**src/rtl/xbf_pkg.sv**
```systemverilog
// Package for the XMODEM-1K block framer: word types, queue command, constants,
// and the CRC-16/XMODEM byte update. Used by every RTL file of the block.
`default_nettype none
package xbf_pkg;

    localparam int BLOCK_BYTES = 1024;
    localparam int SLOT_W      = $clog2(BLOCK_BYTES);
    localparam int Q_DEPTH     = 4;
    localparam int Q_AW        = $clog2(Q_DEPTH);
    localparam int Q_CW        = $clog2(Q_DEPTH + 1);

    localparam logic [SLOT_W-1:0] LAST_SLOT   = SLOT_W'(BLOCK_BYTES - 1);
    localparam logic [7:0]        FRAME_STX   = 8'h02;
    localparam logic [7:0]        FILL_BYTE   = 8'hFF;
    localparam logic [15:0]       CRC_POLY    = 16'h1021;
    localparam logic [7:0]        PKT_NUM_RST = 8'd1;

    typedef struct packed {
        logic [7:0] payload_byte;
        logic       is_filler;
    } t_in_word;

    typedef struct packed {
        logic [7:0] out_byte;
        logic       packet_done;
    } t_out_word;

    typedef struct packed {
        logic [7:0] data;
        logic       first;
        logic       last;
        logic [7:0] pkt_num;
    } t_cmd;

    typedef struct packed {
        logic valid;
        t_cmd cmd;
    } t_q_head;

    typedef enum logic [2:0] {
        PH_START,
        PH_NUM,
        PH_CPL,
        PH_DATA,
        PH_CRC_HI,
        PH_CRC_LO
    } t_phase;

    function automatic logic [15:0] crc_add_byte(input logic [15:0] crc, input logic [7:0] b);
        logic [15:0] c;
        c = crc ^ {b, 8'h00};
        for (int i = 0; i < 8; i++) begin
            if (c[15]) begin
                c = {c[14:0], 1'b0} ^ CRC_POLY;
            end else begin
                c = {c[14:0], 1'b0};
            end
        end
        return c;
    endfunction

endpackage
`default_nettype wire

```
**src/rtl/xmodem_block_framer.sv**
```systemverilog
// XMODEM-1K packet framer with CRC-16/XMODEM; words pass a command queue and an output register.
// Throughput: one output word per cycle unless i_out_stall holds it or the queue is empty.
// A slot yields one word, a block's first slot four, its last three: BLOCK_BYTES+5 words per block.
// A 4-entry command queue lets input continue while the back end emits header or CRC words.
// Reset: synchronous, active low; packet number loads 1, slot and CRC clear, queue empties.
// Depends on xbf_pkg, xbf_front, xbf_queue, xbf_back.
`default_nettype none
module xmodem_block_framer (
    input  wire logic              i_clk,
    input  wire logic              i_rst_n,
    input  wire logic              i_in_valid,
    input  wire xbf_pkg::t_in_word i_in_data,
    output logic                   o_in_stall,
    output logic                   o_out_valid,
    output xbf_pkg::t_out_word     o_out_data,
    input  wire logic              i_out_stall,
    input  wire logic              i_cfg_valid,
    input  wire logic [7:0]        i_cfg_data,
    output logic                   o_cfg_ready
);

    logic             w_q_full;
    logic             w_push;
    xbf_pkg::t_cmd    w_push_cmd;
    logic             w_pop;
    xbf_pkg::t_q_head w_head;

    xbf_front u_front (
        .i_clk      (i_clk),
        .i_rst_n    (i_rst_n),
        .i_in_valid (i_in_valid),
        .i_in_data  (i_in_data),
        .o_in_stall (o_in_stall),
        .i_cfg_valid(i_cfg_valid),
        .i_cfg_data (i_cfg_data),
        .o_cfg_ready(o_cfg_ready),
        .i_q_full   (w_q_full),
        .o_push     (w_push),
        .o_push_cmd (w_push_cmd)
    );

    xbf_queue u_queue (
        .i_clk     (i_clk),
        .i_rst_n   (i_rst_n),
        .i_push    (w_push),
        .i_push_cmd(w_push_cmd),
        .o_full    (w_q_full),
        .i_pop     (w_pop),
        .o_head    (w_head)
    );

    xbf_back u_back (
        .i_clk      (i_clk),
        .i_rst_n    (i_rst_n),
        .i_head     (w_head),
        .o_pop      (w_pop),
        .o_out_valid(o_out_valid),
        .o_out_data (o_out_data),
        .i_out_stall(i_out_stall)
    );

endmodule
`default_nettype wire

```
**src/rtl/xbf_front.sv**
```systemverilog
// Front end of the framer: accepts payload words, tracks slot and packet number,
// and turns each word into a queue command. Depends on xbf_pkg.
`default_nettype none
module xbf_front (
    input  wire logic            i_clk,
    input  wire logic            i_rst_n,
    input  wire logic            i_in_valid,
    input  wire xbf_pkg::t_in_word i_in_data,
    output logic                 o_in_stall,
    input  wire logic            i_cfg_valid,
    input  wire logic [7:0]      i_cfg_data,
    output logic                 o_cfg_ready,
    input  wire logic            i_q_full,
    output logic                 o_push,
    output xbf_pkg::t_cmd        o_push_cmd
);

    logic [xbf_pkg::SLOT_W-1:0] r_slot, n_slot;
    logic [7:0]                 r_pkt, n_pkt;
    logic                       w_first, w_last;

    assign o_in_stall  = i_q_full;
    assign o_cfg_ready = 1'b1;
    assign o_push      = i_in_valid && !i_q_full;

    assign w_first = (r_slot == '0);
    assign w_last  = (r_slot == xbf_pkg::LAST_SLOT);

    always_comb begin
        o_push_cmd.data    = i_in_data.is_filler ? xbf_pkg::FILL_BYTE : i_in_data.payload_byte;
        o_push_cmd.first   = w_first;
        o_push_cmd.last    = w_last;
        o_push_cmd.pkt_num = r_pkt;

        n_slot = r_slot;
        n_pkt  = r_pkt;
        if (o_push) begin
            n_slot = w_last ? '0 : r_slot + 1'b1;
            if (w_last) begin
                n_pkt = r_pkt + 8'd1;
            end
        end
        if (i_cfg_valid && o_cfg_ready) begin
            n_pkt = i_cfg_data;
        end
    end

    always_ff @(posedge i_clk) begin
        if (!i_rst_n) begin
            r_slot <= '0;
            r_pkt  <= xbf_pkg::PKT_NUM_RST;
        end else begin
            r_slot <= n_slot;
            r_pkt  <= n_pkt;
        end
    end

endmodule
`default_nettype wire

```
**src/rtl/xbf_queue.sv**
```systemverilog
// Short command queue between front and back; the head is read combinationally.
// Depends on xbf_pkg.
`default_nettype none
module xbf_queue (
    input  wire logic          i_clk,
    input  wire logic          i_rst_n,
    input  wire logic          i_push,
    input  wire xbf_pkg::t_cmd i_push_cmd,
    output logic               o_full,
    input  wire logic          i_pop,
    output xbf_pkg::t_q_head   o_head
);

    xbf_pkg::t_cmd            r_mem [xbf_pkg::Q_DEPTH];
    logic [xbf_pkg::Q_AW-1:0] r_wr_ptr, r_rd_ptr;
    logic [xbf_pkg::Q_CW-1:0] r_count;

    assign o_full       = (r_count == xbf_pkg::Q_CW'(xbf_pkg::Q_DEPTH));
    assign o_head.valid = (r_count != '0);
    assign o_head.cmd   = r_mem[r_rd_ptr];

    always_ff @(posedge i_clk) begin
        if (i_push) begin
            r_mem[r_wr_ptr] <= i_push_cmd;
        end
    end

    always_ff @(posedge i_clk) begin
        if (!i_rst_n) begin
            r_wr_ptr <= '0;
            r_rd_ptr <= '0;
            r_count  <= '0;
        end else begin
            if (i_push) begin
                r_wr_ptr <= r_wr_ptr + 1'b1;
            end
            if (i_pop) begin
                r_rd_ptr <= r_rd_ptr + 1'b1;
            end
            r_count <= r_count + xbf_pkg::Q_CW'(i_push) - xbf_pkg::Q_CW'(i_pop);
        end
    end

`ifndef SYNTHESIS
    a_no_overflow: assert property (@(posedge i_clk) disable iff (!i_rst_n)
        i_push |-> (!o_full || i_pop))
        else $error("queue push while full");
    a_no_underflow: assert property (@(posedge i_clk) disable iff (!i_rst_n)
        i_pop |-> o_head.valid)
        else $error("queue pop while empty");
`endif

endmodule
`default_nettype wire

```
**src/rtl/xbf_back.sv**
```systemverilog
// Back end of the framer: walks the queued commands through header, data and
// CRC words, keeps the running CRC, and drives the output register. Uses xbf_pkg.
`default_nettype none
module xbf_back (
    input  wire logic             i_clk,
    input  wire logic             i_rst_n,
    input  wire xbf_pkg::t_q_head i_head,
    output logic                  o_pop,
    output logic                  o_out_valid,
    output xbf_pkg::t_out_word    o_out_data,
    input  wire logic             i_out_stall
);

    xbf_pkg::t_phase    r_state, n_state;
    logic [15:0]        r_crc, n_crc;
    logic               r_out_valid, n_out_valid;
    xbf_pkg::t_out_word r_out, n_out;
    logic               w_fire;
    logic [15:0]        w_crc_base;
    logic [15:0]        w_crc_upd;

    assign o_out_valid = r_out_valid;
    assign o_out_data  = r_out;

    assign w_fire     = i_head.valid && (!r_out_valid || !i_out_stall);
    assign w_crc_base = i_head.cmd.first ? 16'h0000 : r_crc;
    assign w_crc_upd  = xbf_pkg::crc_add_byte(w_crc_base, i_head.cmd.data);

    always_ff @(posedge i_clk) begin
        if (!i_rst_n) begin
            r_state     <= xbf_pkg::PH_START;
            r_crc       <= '0;
            r_out_valid <= 1'b0;
        end else begin
            r_state     <= n_state;
            r_crc       <= n_crc;
            r_out_valid <= n_out_valid;
        end
    end

    always_ff @(posedge i_clk) begin
        r_out <= n_out;
    end

    always_comb begin
        n_state     = r_state;
        n_crc       = r_crc;
        n_out       = r_out;
        n_out_valid = r_out_valid && i_out_stall;
        o_pop       = 1'b0;
        if (w_fire) begin
            n_out_valid       = 1'b1;
            n_out.packet_done = 1'b0;
            case (r_state)
                xbf_pkg::PH_START: begin
                    if (i_head.cmd.first) begin
                        n_out.out_byte = xbf_pkg::FRAME_STX;
                        n_state        = xbf_pkg::PH_NUM;
                    end else begin
                        n_out.out_byte = i_head.cmd.data;
                        n_crc          = w_crc_upd;
                        if (i_head.cmd.last) begin
                            n_state = xbf_pkg::PH_CRC_HI;
                        end else begin
                            o_pop = 1'b1;
                        end
                    end
                end
                xbf_pkg::PH_NUM: begin
                    n_out.out_byte = i_head.cmd.pkt_num;
                    n_state        = xbf_pkg::PH_CPL;
                end
                xbf_pkg::PH_CPL: begin
                    n_out.out_byte = ~i_head.cmd.pkt_num;
                    n_state        = xbf_pkg::PH_DATA;
                end
                xbf_pkg::PH_DATA: begin
                    n_out.out_byte = i_head.cmd.data;
                    n_crc          = w_crc_upd;
                    if (i_head.cmd.last) begin
                        n_state = xbf_pkg::PH_CRC_HI;
                    end else begin
                        o_pop   = 1'b1;
                        n_state = xbf_pkg::PH_START;
                    end
                end
                xbf_pkg::PH_CRC_HI: begin
                    n_out.out_byte = r_crc[15:8];
                    n_state        = xbf_pkg::PH_CRC_LO;
                end
                xbf_pkg::PH_CRC_LO: begin
                    n_out.out_byte    = r_crc[7:0];
                    n_out.packet_done = 1'b1;
                    o_pop             = 1'b1;
                    n_state           = xbf_pkg::PH_START;
                end
                default: begin
                    n_out_valid = 1'b0;
                    n_state     = xbf_pkg::PH_START;
                end
            endcase
        end
    end

`ifndef SYNTHESIS
    a_crc_lo_order: assert property (@(posedge i_clk) disable iff (!i_rst_n)
        (r_state == xbf_pkg::PH_CRC_LO) |->
            ($past(r_state) == xbf_pkg::PH_CRC_HI || $past(r_state) == xbf_pkg::PH_CRC_LO))
        else $error("CRC low word not preceded by CRC high word");
    a_head_held: assert property (@(posedge i_clk) disable iff (!i_rst_n)
        (r_state != xbf_pkg::PH_START) |-> i_head.valid)
        else $error("command left the queue mid-sequence");
    a_done_only_crc: assert property (@(posedge i_clk) disable iff (!i_rst_n)
        (w_fire && r_state != xbf_pkg::PH_CRC_LO) |=> !r_out.packet_done)
        else $error("packet end flagged outside CRC low word");
`endif

endmodule
`default_nettype wire

```
**config.mk**
```make
export PLATFORM = sky130hd
export DESIGN_NAME = xmodem_block_framer
export DESIGN_NICKNAME = d
export VERILOG_FILES = /design/src/rtl/xbf_pkg.sv /design/src/rtl/xmodem_block_framer.sv /design/src/rtl/xbf_front.sv /design/src/rtl/xbf_queue.sv /design/src/rtl/xbf_back.sv
export SDC_FILE = /design/constraint.sdc
export NUM_CORES = 1
export LEC_CHECK = 0
export ABC_AREA = 1
export BUFFER_PORTS_ARGS = -buffer_cell sky130_fd_sc_hd__buf_2
export CAP_MARGIN = 15
export CORE_MARGIN = 1.5
export CORE_UTILIZATION = 40
export CTS_BUF_LIST = sky130_fd_sc_hd__clkbuf_4 sky130_fd_sc_hd__clkbuf_8
export CTS_CLUSTER_DIAMETER = 60
export DETAILED_ROUTE_END_ITERATION = 7
export HOLD_SLACK_MARGIN = 0.12
export PLACE_DENSITY = 0.58
export SLEW_MARGIN = 20
export SYNTH_ARGS = -nofsm -noshare
export SYNTH_HDL_FRONTEND = slang
export SYNTH_SLANG_ARGS = --single-unit
export TNS_END_PERCENT = 100
```
**constraint.sdc**
```tcl
create_clock -name i_clk -period 2.9 [get_ports i_clk]
set_input_delay 0.145 -clock i_clk [delete_from_list [all_inputs] [get_ports i_clk]]
set_output_delay 0.145 -clock i_clk [all_outputs]
set_load 0.01 [all_outputs]
```
; Word-level counts from Yosys, hierarchy flattened
; Memories as Yosys holds them, arrays and structs flattened. A register that Yosys moved wholly into a read port is not among the register bits.
; Cells that the tools add are included.
[word_totals]
out_inout_bits = 12
ff_bits = 54
ram_bits = 72
mem_count = 1
[mem_list]
columns = name, depth, word_bits, read_ports, rd_clocked_by_memory_dff, wr, line
row1 = u_queue.r_mem, 4, 18, 1, 1, 1, xbf_queue.sv:14  ; xbf_pkg::t_cmd r_mem [xbf_pkg::Q_DEPTH];
[classes]
muxes = 33
reduce_logical = 19
add_sub_neg = 6
n_eq_ne = 9
bitwise = 10
[ops]
columns = op, n
row1 = two-way mux 13 bit, 8
row2 = case mux 8 bit (6 select lines), 1
row3 = two-way mux 8 bit, 5
row4 = two-way mux 16 bit, 2
row5 = case mux 16 bit (2 select lines), 1
row6 = NOT 3 bit, 8
row7 = XOR 16 bit, 1
row8 = case mux 3 bit (5 select lines), 1
row9 = "adder 10 x 1 -> 10 bit, second input constant", 1
row10 = "== test 10 bit, second input constant", 1
row11 = zero test 10 bit, 1
row12 = two-way mux 10 bit, 1
row13 = "== test 3 bit, second input constant", 3
row14 = two-way mux 3 bit, 3
row15 = "adder 8 x 1 -> 8 bit, second input constant", 1
row16 = two-way mux 1 bit, 8
row17 = NOT 8 bit, 1
row18 = "== test 3 x 2 -> 1 bit, second input constant", 2
row19 = AND reduction 2 bit, 3
row20 = nonzero test 2 bit, 3
row21 = nonzero test 6 bit, 1
row22 = OR reduction 6 bit, 1
row23 = "adder 2 x 1 -> 2 bit, second input constant", 2
row24 = two-way mux 2 bit, 2
row25 = 12 further kinds, 16

; Logic depth before layout (Yosys ltp)
; Gate-level depths: netlist of run 1.
[logic_depth]
depth_word = 20
depth_mapped = 16
depth_no_buf = 14

; Cells and area by module
; A second synthesis of run 1 with hierarchy kept.
[unflattened]
hier_cells = 735
hier_area_um2 = 6356.1
[by_module_without_submodules]
columns = module, n_inst, seq_area_each_um2, cells_each, area_each_um2
row1 = xbf_queue, 1, 2342.2, 265, 3299.4
row2 = xbf_back, 1, 670.6, 292, 1879.3
row3 = xbf_front, 1, 360.3, 178, 1177.4

; Worst setup path after synthesis of run 1
; Ideal clock, no wire load.
[synth_timing]
path_type = reg2reg
start = register with a tool-made name
end = register u_queue.r_count[2] (netlist name)
required_time_ns = 2.830
n_path_buf = 2
path_stages_with_launch = 17
setup_slack_ns = 0.613
arrival_ns = 2.217
path_cell_list = dfxtp_1 inv_2 buf_6 buf_6 nand2_1 nand3_1 nand2_1 nand3_2 a21oi_4 ha_1 inv_1 ha_1 inv_1 fa_1 inv_1 o21ai_0 a21oi_1
[synth_lines]
columns = element, line
row1 = "end signal, assigned", xbf_queue.sv:40  ; r_count <= r_count + xbf_pkg::Q_CW'(i_push) - xbf_pkg::Q_CW'(i_pop);
row2 = "end, declared", xbf_queue.sv:16  ; logic [xbf_pkg::Q_CW-1:0] r_count;

; Final worst setup path of run 1
[layout_timing]
start = register u_back.r_state[2]
end = register u_queue.r_count[2] (netlist name)
[layout_via]
elab_chain_cells = 4
[layout_rtl]
columns = element, line
row1 = "start, declared", xbf_back.sv:14  ; xbf_pkg::t_phase r_state, n_state;
row2 = "start signal, assigned", xbf_back.sv:31  ; r_state <= xbf_pkg::PH_START;
row3 = "start signal, assigned", xbf_back.sv:35  ; r_state <= n_state;
row4 = "== test 3 bit, or another cell as far along", xbf_back.sv:54  ; case (r_state)
row5 = case mux 1 bit (3 select lines) (*), xbf_back.sv:54
row6 = two-way mux 1 bit (*), xbf_back.sv:51  ; if (w_fire) begin
row7 = named net u_back.o_pop, xbf_back.sv:8  ; output logic o_pop,
row8 = subtractor 3 x 1 -> 3 bit (*), xbf_queue.sv:40
; Mark *: on every way through the listed nets, which the timed path passes. The rest lies on a longest branch.
; A chain may end at the register's enable or synchronous reset.

==> results of run 1 <==
## metal layers
metal	track usage [%]	share of wire, %	up-vias
met2	31.8	49	102
met3	4.30	3.7	17
li1	-	-	2530
met1	23.6	46	2334
met5	0	0	-
met4	6.94	1.5	0
## logic make-up (layout without fill, tap and decap cells)
logic type | count (synthesis) | in the layout
xor+xnor | 9 | 9
compound gates | 119 | 119
simple gates | 350 | 350
flops | 128 | 128
fa+ha+maj | 10 | 10
other cells | 1 | 1
buf+inv | 101 | 174
## worst max-delay path: cells and delay by family (launching register included)
kind | cells | cell delay (ps)
adders and majority gates | 3 | 760
DFF | 1 | 510
AOI/OAI and AO/OA | 4 | 490
buffers and inverters | 5 | 380
and+or+nand+nor | 1 | 290
## registers in the layout (all words and copies together) (netlist names), named ones only
name	count
u_back.o_out_data	9
u_back.o_out_valid	1
u_back.r_crc	16
u_back.r_state	3
u_front.r_pkt	8
u_front.r_slot	10
u_queue.r_count	3
u_queue.r_mem	72
u_queue.r_rd_ptr	2
u_queue.r_wr_ptr	2
## metrics by stage
| stage | power, mW | area [µm²] | instances | setup WS [ps] |
|---|---|---|---|---|
| after CTS | 6.92 | 7280 | 1002 | 406 |
| after detailed placement | 5.26 | 6600 | 944 | 457 |
| after global placement | 5.19 | 6600 | 944 | 542 |
| final | 6.89 | 7280 | 1002 | 396 |
| after floorplan | 4.60 | 6270 | 718 | 613 |
| after global routing | 7.39 | 7280 | 1002 | 129 |
## cell type report
class	count	area, µm²
repair buffers	69	503
fillers	1436	7980
flip-flops and latches	128	3370
inverters	73	274
multi-input cells	489	2440
clock buffers	20	263
well taps	211	264
clock inverters	12	161
## how the worst max path moves through the flow
| stage | start | endpoint |
|---|---|---|
| finish | u_back.r_state[2] | u_queue.r_count[2] |
| global route | u_back.r_state[1] | u_queue.r_count[2] |
| CTS | u_back.r_state[2] | u_queue.r_count[2] |
| detailed placement | u_back.r_state[2] | u_queue.r_count[2] |
| global placement | u_back.r_state[2] | u_queue.r_count[2] |
| floorplan | register | u_queue.r_count[2] |
## cells in the final DEF, fill, tap and decap left out, types with 8 or more instances in the layout
cell type | netlist | routed
dfxtp_1 | 47 | 47
a21oi_1 | 36 | 36
inv_1 | 68 | 68
nand2_2 | 15 | 15
dlygate4sd3_1 | 0 | 26
nor2_1 | 63 | 63
nand2_1 | 179 | 179
o22a_1 | 8 | 8
or2_2 | 10 | 10
edfxtp_1 | 81 | 81
ha_1 | 9 | 9
buf_2 | 7 | 32
nand3_1 | 65 | 65
buf_4 | 6 | 11
o21ai_0 | 48 | 48
clkbuf_8 | 0 | 18
## power by group through the flow
stage | registers, mW | clock network [mW] | logic, mW
after floorplan | 2.58 | 0 | 2.01
after global placement | 2.62 | 0 | 2.58
after CTS | 2.59 | 1.66 | 2.67
after detailed placement | 2.63 | 0 | 2.63
after global routing | 2.63 | 1.74 | 3.02
final | 2.59 | 1.62 | 2.68
## what timing repair did
item / 4_1_cts / 5_1_grt
hold buffers: 26 / 0
hold endpoints to repair: 44 / 0
setup buffers: 0 / 0
==> run_results.csv, run 1 <==
group,metric,value,unit
outcome,outcome,"complete, no violations",
critical_path,arrival,2880,ps
routing,drc,0,
clock_network,cts-htree-levels,4,
floorplan,core.rowCount,45,
pwr,power.internal,4.11,mW
logic_synthesis,synthXorXnorAreaFrac,1.26,%
routing,drtIter0Drc,262,
pwr,swShare,40.3,%
routing,ant_nets,0,
sta,period_needed,2500,ps
sta,slew_viol_final,0,
worst_hold_path,hold_path_end,"u_front.r_slot[1]",
critical_path,ff2ff_path_depth,13,
critical_path,path_cells,"inv_2 > nand3_1 > inv_1 > a21oi_2 > a21oi_4 > ha_1 > inv_1 > ha_1 > inv_1 > fa_1 > inv_1 > o21ai_0 > a21oi_1",
pwr,clockPowerShare,23.6,%
logic_synthesis,syn_area_per_cell,8.73,µm²
pwr,peakVddDrop,0.000415,V
pwr,p_sw,2.78,mW
layout,diodes,0,
logic_synthesis,synth_fa_ha_area_share,2.12,%
critical_path,startpoint_type,"register",
grt,grt_max_degree,31,
pwr,leakage,2.92,nW
place,place.detailed.hpwl,10.0,mm
pwr,pwr-share-seq,37.6,%
critical_path,crit_path_top_delay_cell,"dfxtp_1",
sta,timing.final.crit_share,86.3,%
floorplan,io_pins,34,
sta,tightestPinTransition,862,ps
logic_synthesis,synth_area,0.00627,mm²
critical_path,critPathMaxFanout,11,
logic_synthesis,yosysTopAreaCell,"edfxtp_1",
logic_synthesis,synth_top_area_share,38.8,%
critical_path,rrSetupSlack,400,ps
logic_synthesis,async_flop_share,0,%
floorplan,design.die.area,0.0164,mm²
sta,report.final.hold_viol_count,0,
clock_network,cts_tree,"done",
routing,routedWlPerCell,14.5,µm
layout,layout.nets,810,
sta,rsz0062_at_grt,"no",
logic_synthesis,ys_ff_latch,128,
logic_synthesis,synth_nets,750,
critical_path,reg2reg_from,"u_back.r_state[2]",
sta,setup_viol,0,
logic_synthesis,seq_area_frac_synth,53.8,%
sta,slew_headroom,42.5,%
logic_synthesis,synth.most_common_cell,"nand2_1",
floorplan,dieHeight,128,µm
worst_hold_path,min_path_type,"input pin to register",
critical_path,reg2reg_to,"u_queue.r_count[2]",
logic_synthesis,synth.area.top_cells,"edfxtp_1, dfxtp_1, nand2_1",
layout,layout-drive-gt1-share,14.8,%
grt,grt_pass1_vias,4669,
clock_network,clkTransAtPathRegs,70,ps
floorplan,start_util,41.1,%
pwr,combPwrFrac,38.8,%
routing,drt_first_pass_iters,5,
pwr,powerDensity,947,mW/mm²
critical_path,crit_type,"register to register",
flow_run,maxCapViolations,0,
critical_path,cp_common_cell,"inv_1",
routing,num_vias,4983,
layout,area_delta_synth_final,16.1,%
sta,fin_setup_tns,0,ps
logic_synthesis,synth_compound_area_share,11.2,%
clock_network,cts_sinks,128,
worst_hold_path,hold_depth,4,
logic_synthesis,synth_common_cells,"nand2_1, edfxtp_1, inv_1",
grt,grt_pass1_wl,23.7,mm
logic_synthesis,yosysUniqueCellTypes,39,
layout,final_core_util,47.7,%
clock_network,clock_latency,440,ps
grt,grt_overflow_total,0,
clock_network,cts-root-buf,"clkbuf_8",
logic_synthesis,muxShareOfSynthArea,0,%
floorplan,die_w,128,µm
logic_synthesis,synth_top_family_by_area,"simple AND/OR/NAND/NOR gates",
logic_synthesis,synth-edff-count,81,
clock_network,numCtsBuffers,17,
grt,antenna_found_initial,0,
clock_network,clock_path_buffers,2,
worst_hold_path,min_from,"i_in_valid",
critical_path,slowest_delay,510,ps
logic_synthesis,yosys.area_share.simple,24.3,%
critical_path,cp.required,3270,ps
sta,skew,9.21,ps
logic_synthesis,synth_cells,718,
routing,routed_via_density,4.97,
routing,routed_wl,14.5,mm
place,gp_congestion,0.883,
sta,hold_ws,239,ps
place,place.port_buffers,32,
sta,fmax,399,MHz
logic_synthesis,synth_flop_cell,"edfxtp_1",
logic_synthesis,synth.yosys.warnings,0,
grt,grtUsageTotal,18.8,%
critical_path,end_kind,"register",
clock_network,cts_resized,0,
floorplan,core-area,0.0153,mm²
No activity file was read; power rests on OpenSTA's default activity.
==> run 2, diff against run 1 <==
--- a/config.mk
+++ b/config.mk
@@ -5,7 +5,6 @@
 export SDC_FILE = /design/constraint.sdc
 export NUM_CORES = 1
 export LEC_CHECK = 0
-export ABC_AREA = 1
 export BUFFER_PORTS_ARGS = -buffer_cell sky130_fd_sc_hd__buf_2
 export CAP_MARGIN = 15
 export CORE_MARGIN = 1.5
==> run 2 against run 1 <==
Clock skew about the same. Synthesized cell count decreased by 29%. Die area decreased by 4.5%. Largest power group is now sequential cells.
==> run_results.csv, run 2 <==
group,metric,value,unit
outcome,outcome,"complete, no violations",
logic_synthesis,yosysTopAreaCell,"edfxtp_1",
floorplan,start_util,41.0,%
critical_path,cp.required,3250,ps
layout,final_core_util,48.3,%
grt,grtUsageTotal,17.5,%
logic_synthesis,synth_top_area_share,40.7,%
clock_network,cts-root-buf,"clkbuf_8",
routing,wl_met3,540,µm
clock_network,cts_tree,"done",
routing,wl_met1,5.91,mm
layout,fillers,1321,
place,place.port_buffers,32,
floorplan,core.rowCount,44,
logic_synthesis,synth_common_cells,"edfxtp_1, dfxtp_1, nor2_1",
logic_synthesis,syn_area_per_cell,11.8,µm²
layout,mostFrequentLayoutCells,"edfxtp_1, dfxtp_1, nor2_1",
floorplan,die_w,125,µm
logic_synthesis,synth.area.top_cells,"edfxtp_1, dfxtp_1, mux4_2",
critical_path,crit_family,"adder cells",
flow_run,maxCapViolations,0,
critical_path,critPathMaxFanout,4,
routing,drtIter0Drc,266,
logic_synthesis,ys_ff_latch,128,
routing,ant_nets,0,
place,gp_congestion,0.870,
logic_synthesis,synth.most_common_cell,"edfxtp_1",
layout,layout-drive-gt1-share,20.0,%
logic_synthesis,synth.yosys.warnings,0,
routing,met2_length,6.43,mm
routing,routed.top_layer,"met4",
sta,skew,9.04,ps
pwr,peakVddDrop,0.000343,V
pwr,powerDensity,929,mW/mm²
critical_path,arrival,3030,ps
clock_network,cts_sinks,128,
critical_path,critPathBufInv,2,
place,place.detailed.hpwl,8.99,mm
logic_synthesis,async_flop_share,0,%
logic_synthesis,synth_cells,507,
layout,final-seq-area,0.00337,mm²
sta,slew_headroom,50.2,%
layout,layout.nets,603,
routing,drt_first_pass_iters,5,
clock_network,numCtsBuffers,17,
critical_path,crit_path_top_delay_cell,"mux4_2",
sta,period_needed,2690,ps
clock_network,cts-htree-levels,4,
critical_path,slowest_delay,560,ps
layout,multi_input_area,0.00242,mm²
clock_network,cts_post_setup_buffers_inserted,0,
clock_network,clock_path_buffers,2,
logic_synthesis,synth-edff-count,81,
routing,drc,0,
logic_synthesis,synth_nets,539,
sta,timing.final.crit_share,92.7,%
critical_path,end_kind,"register",
grt,grt_overflow_total,0,
logic_synthesis,yosysUniqueCellTypes,61,
pwr,leakage,2.48,nW
logic_synthesis,synth_area,0.00598,mm²
grt,grt_max_degree,30,
routing,routed_wl,13.1,mm
critical_path,path_cells,"mux4_2 > nor4_2 > a21oi_1 > nor2_2 > ha_1 > inv_1 > ha_1 > inv_1 > fa_2 > xor2_1 > xnor2_1 > nor2_1",
layout,reg_top3,"u_queue.r_mem (72), u_back.r_crc (16), u_front.r_slot (10)",
sta,slew_viol_final,0,
logic_synthesis,synth_flop_cell,"edfxtp_1",
layout,largest_register_ffs,72,
floorplan,dieHeight,125,µm
grt,grt_pass1_wl,21.1,mm
layout,layout_commonest_cell,"edfxtp_1",
floorplan,design.die.area,0.0157,mm²
grt,grt_pass1_vias,4091,
worst_hold_path,min_path_type,"input pin to register",
sta,rsz0062_at_grt,"no",
layout,regMostFlops,"u_queue.r_mem",
sta,fmax,372,MHz
critical_path,startpoint_type,"register",
sta,report.final.hold_viol_count,0,
place,placed_cell_area,0.00639,mm²
sta,setup_viol,0,
routing,routedWlPerCell,17.1,µm
logic_synthesis,seq_area_frac_synth,56.4,%
routing,routed_via_density,5.35,
clock_network,clkTransAtPathRegs,80,ps
layout,fin_area,0.00705,mm²
sta,tightestPinTransition,746,ps
clock_network,clock_latency,450,ps
layout,diodes,0,
floorplan,io_pins,34,
floorplan,core-area,0.0146,mm²
layout,area_delta_synth_final,17.9,%
critical_path,crit_type,"register to register",
routing,num_vias,4106,
grt,antenna_found_initial,0,
## run 2: per-layer routing
layer	vias to the layer above	track usage (%)
li1	1990	-
met1	2009	22.0
met2	89	29.5
met3	18	4.66
met4	0	6.08
met5	-	0
## run 2: power breakdown
| group | switching (mW) | total (mW) | internal (mW) |
|---|---|---|---|
| combinational | 1.32 | 2.34 | 1.02 |
| sequential | 0.211 | 2.55 | 2.34 |
| clock | 0.692 | 1.66 | 0.968 |
## run 2: cell type report
cell class | instances | area share, %
clock inverters | 12 | 2.34
multi-input cells | 332 | 34.3
flip-flops and latches | 128 | 47.9
well taps | 184 | 3.27
repair buffers | 74 | 7.56
inverters | 18 | 0.958
clock buffers | 20 | 3.73
## run 2: worst min-delay path: stages
cell and delay (ps):
buf_2 160, nand2_1 150, nand2_1 100, a21oi_1 50
## run 2: cells by family (layout without fill, tap and decap cells)
logic type | count (synthesis) | in the layout | share of synthesized area (%)
multiplexers | 24 | 24 | 7.80
XOR/XNOR | 40 | 40 | 6.34
AND/OR/NAND/NOR | 175 | 175 | 14.9
other | 1 | 1 | 0.0627
adder cells (fa/ha/maj) | 10 | 10 | 2.22
flip-flops | 128 | 128 | 56.4
AO/OA/AOI/OAI | 82 | 82 | 8.93
buffers and inverters | 47 | 124 | 3.39
## run 2: path summary, 6_finish.rpt
check,end,depth (start not counted),startpoint,slack (ps)
worst max-delay path,u_queue.r_count[2],12,register,210
worst min-delay path,u_front.r_slot[1],4,i_in_valid,200
worst max register to register,u_queue.r_count[2],12,register,210
worst min register to register,register,2,u_queue.r_rd_ptr[1],470
## run 2: stage by stage
stage	hold WS (ps)	total power, mW	setup slack, ps	std cells	setup TNS [ps]
floorplan	283	4.25	-104	507	-104
CTS	161	6.60	109	768	0
finish	202	6.55	211	768	0
detailed placement	377	4.90	112	713	0
global route	196	6.93	41.5	768	0
global placement	369	4.87	190	713	0
## run 2: timing repair
action                                  in CTS  in global routing
hold buffers                                23                  0
endpoints found under the setup margin       0                  1
resized for setup                            0                  1
hold endpoints to repair                    42                  0
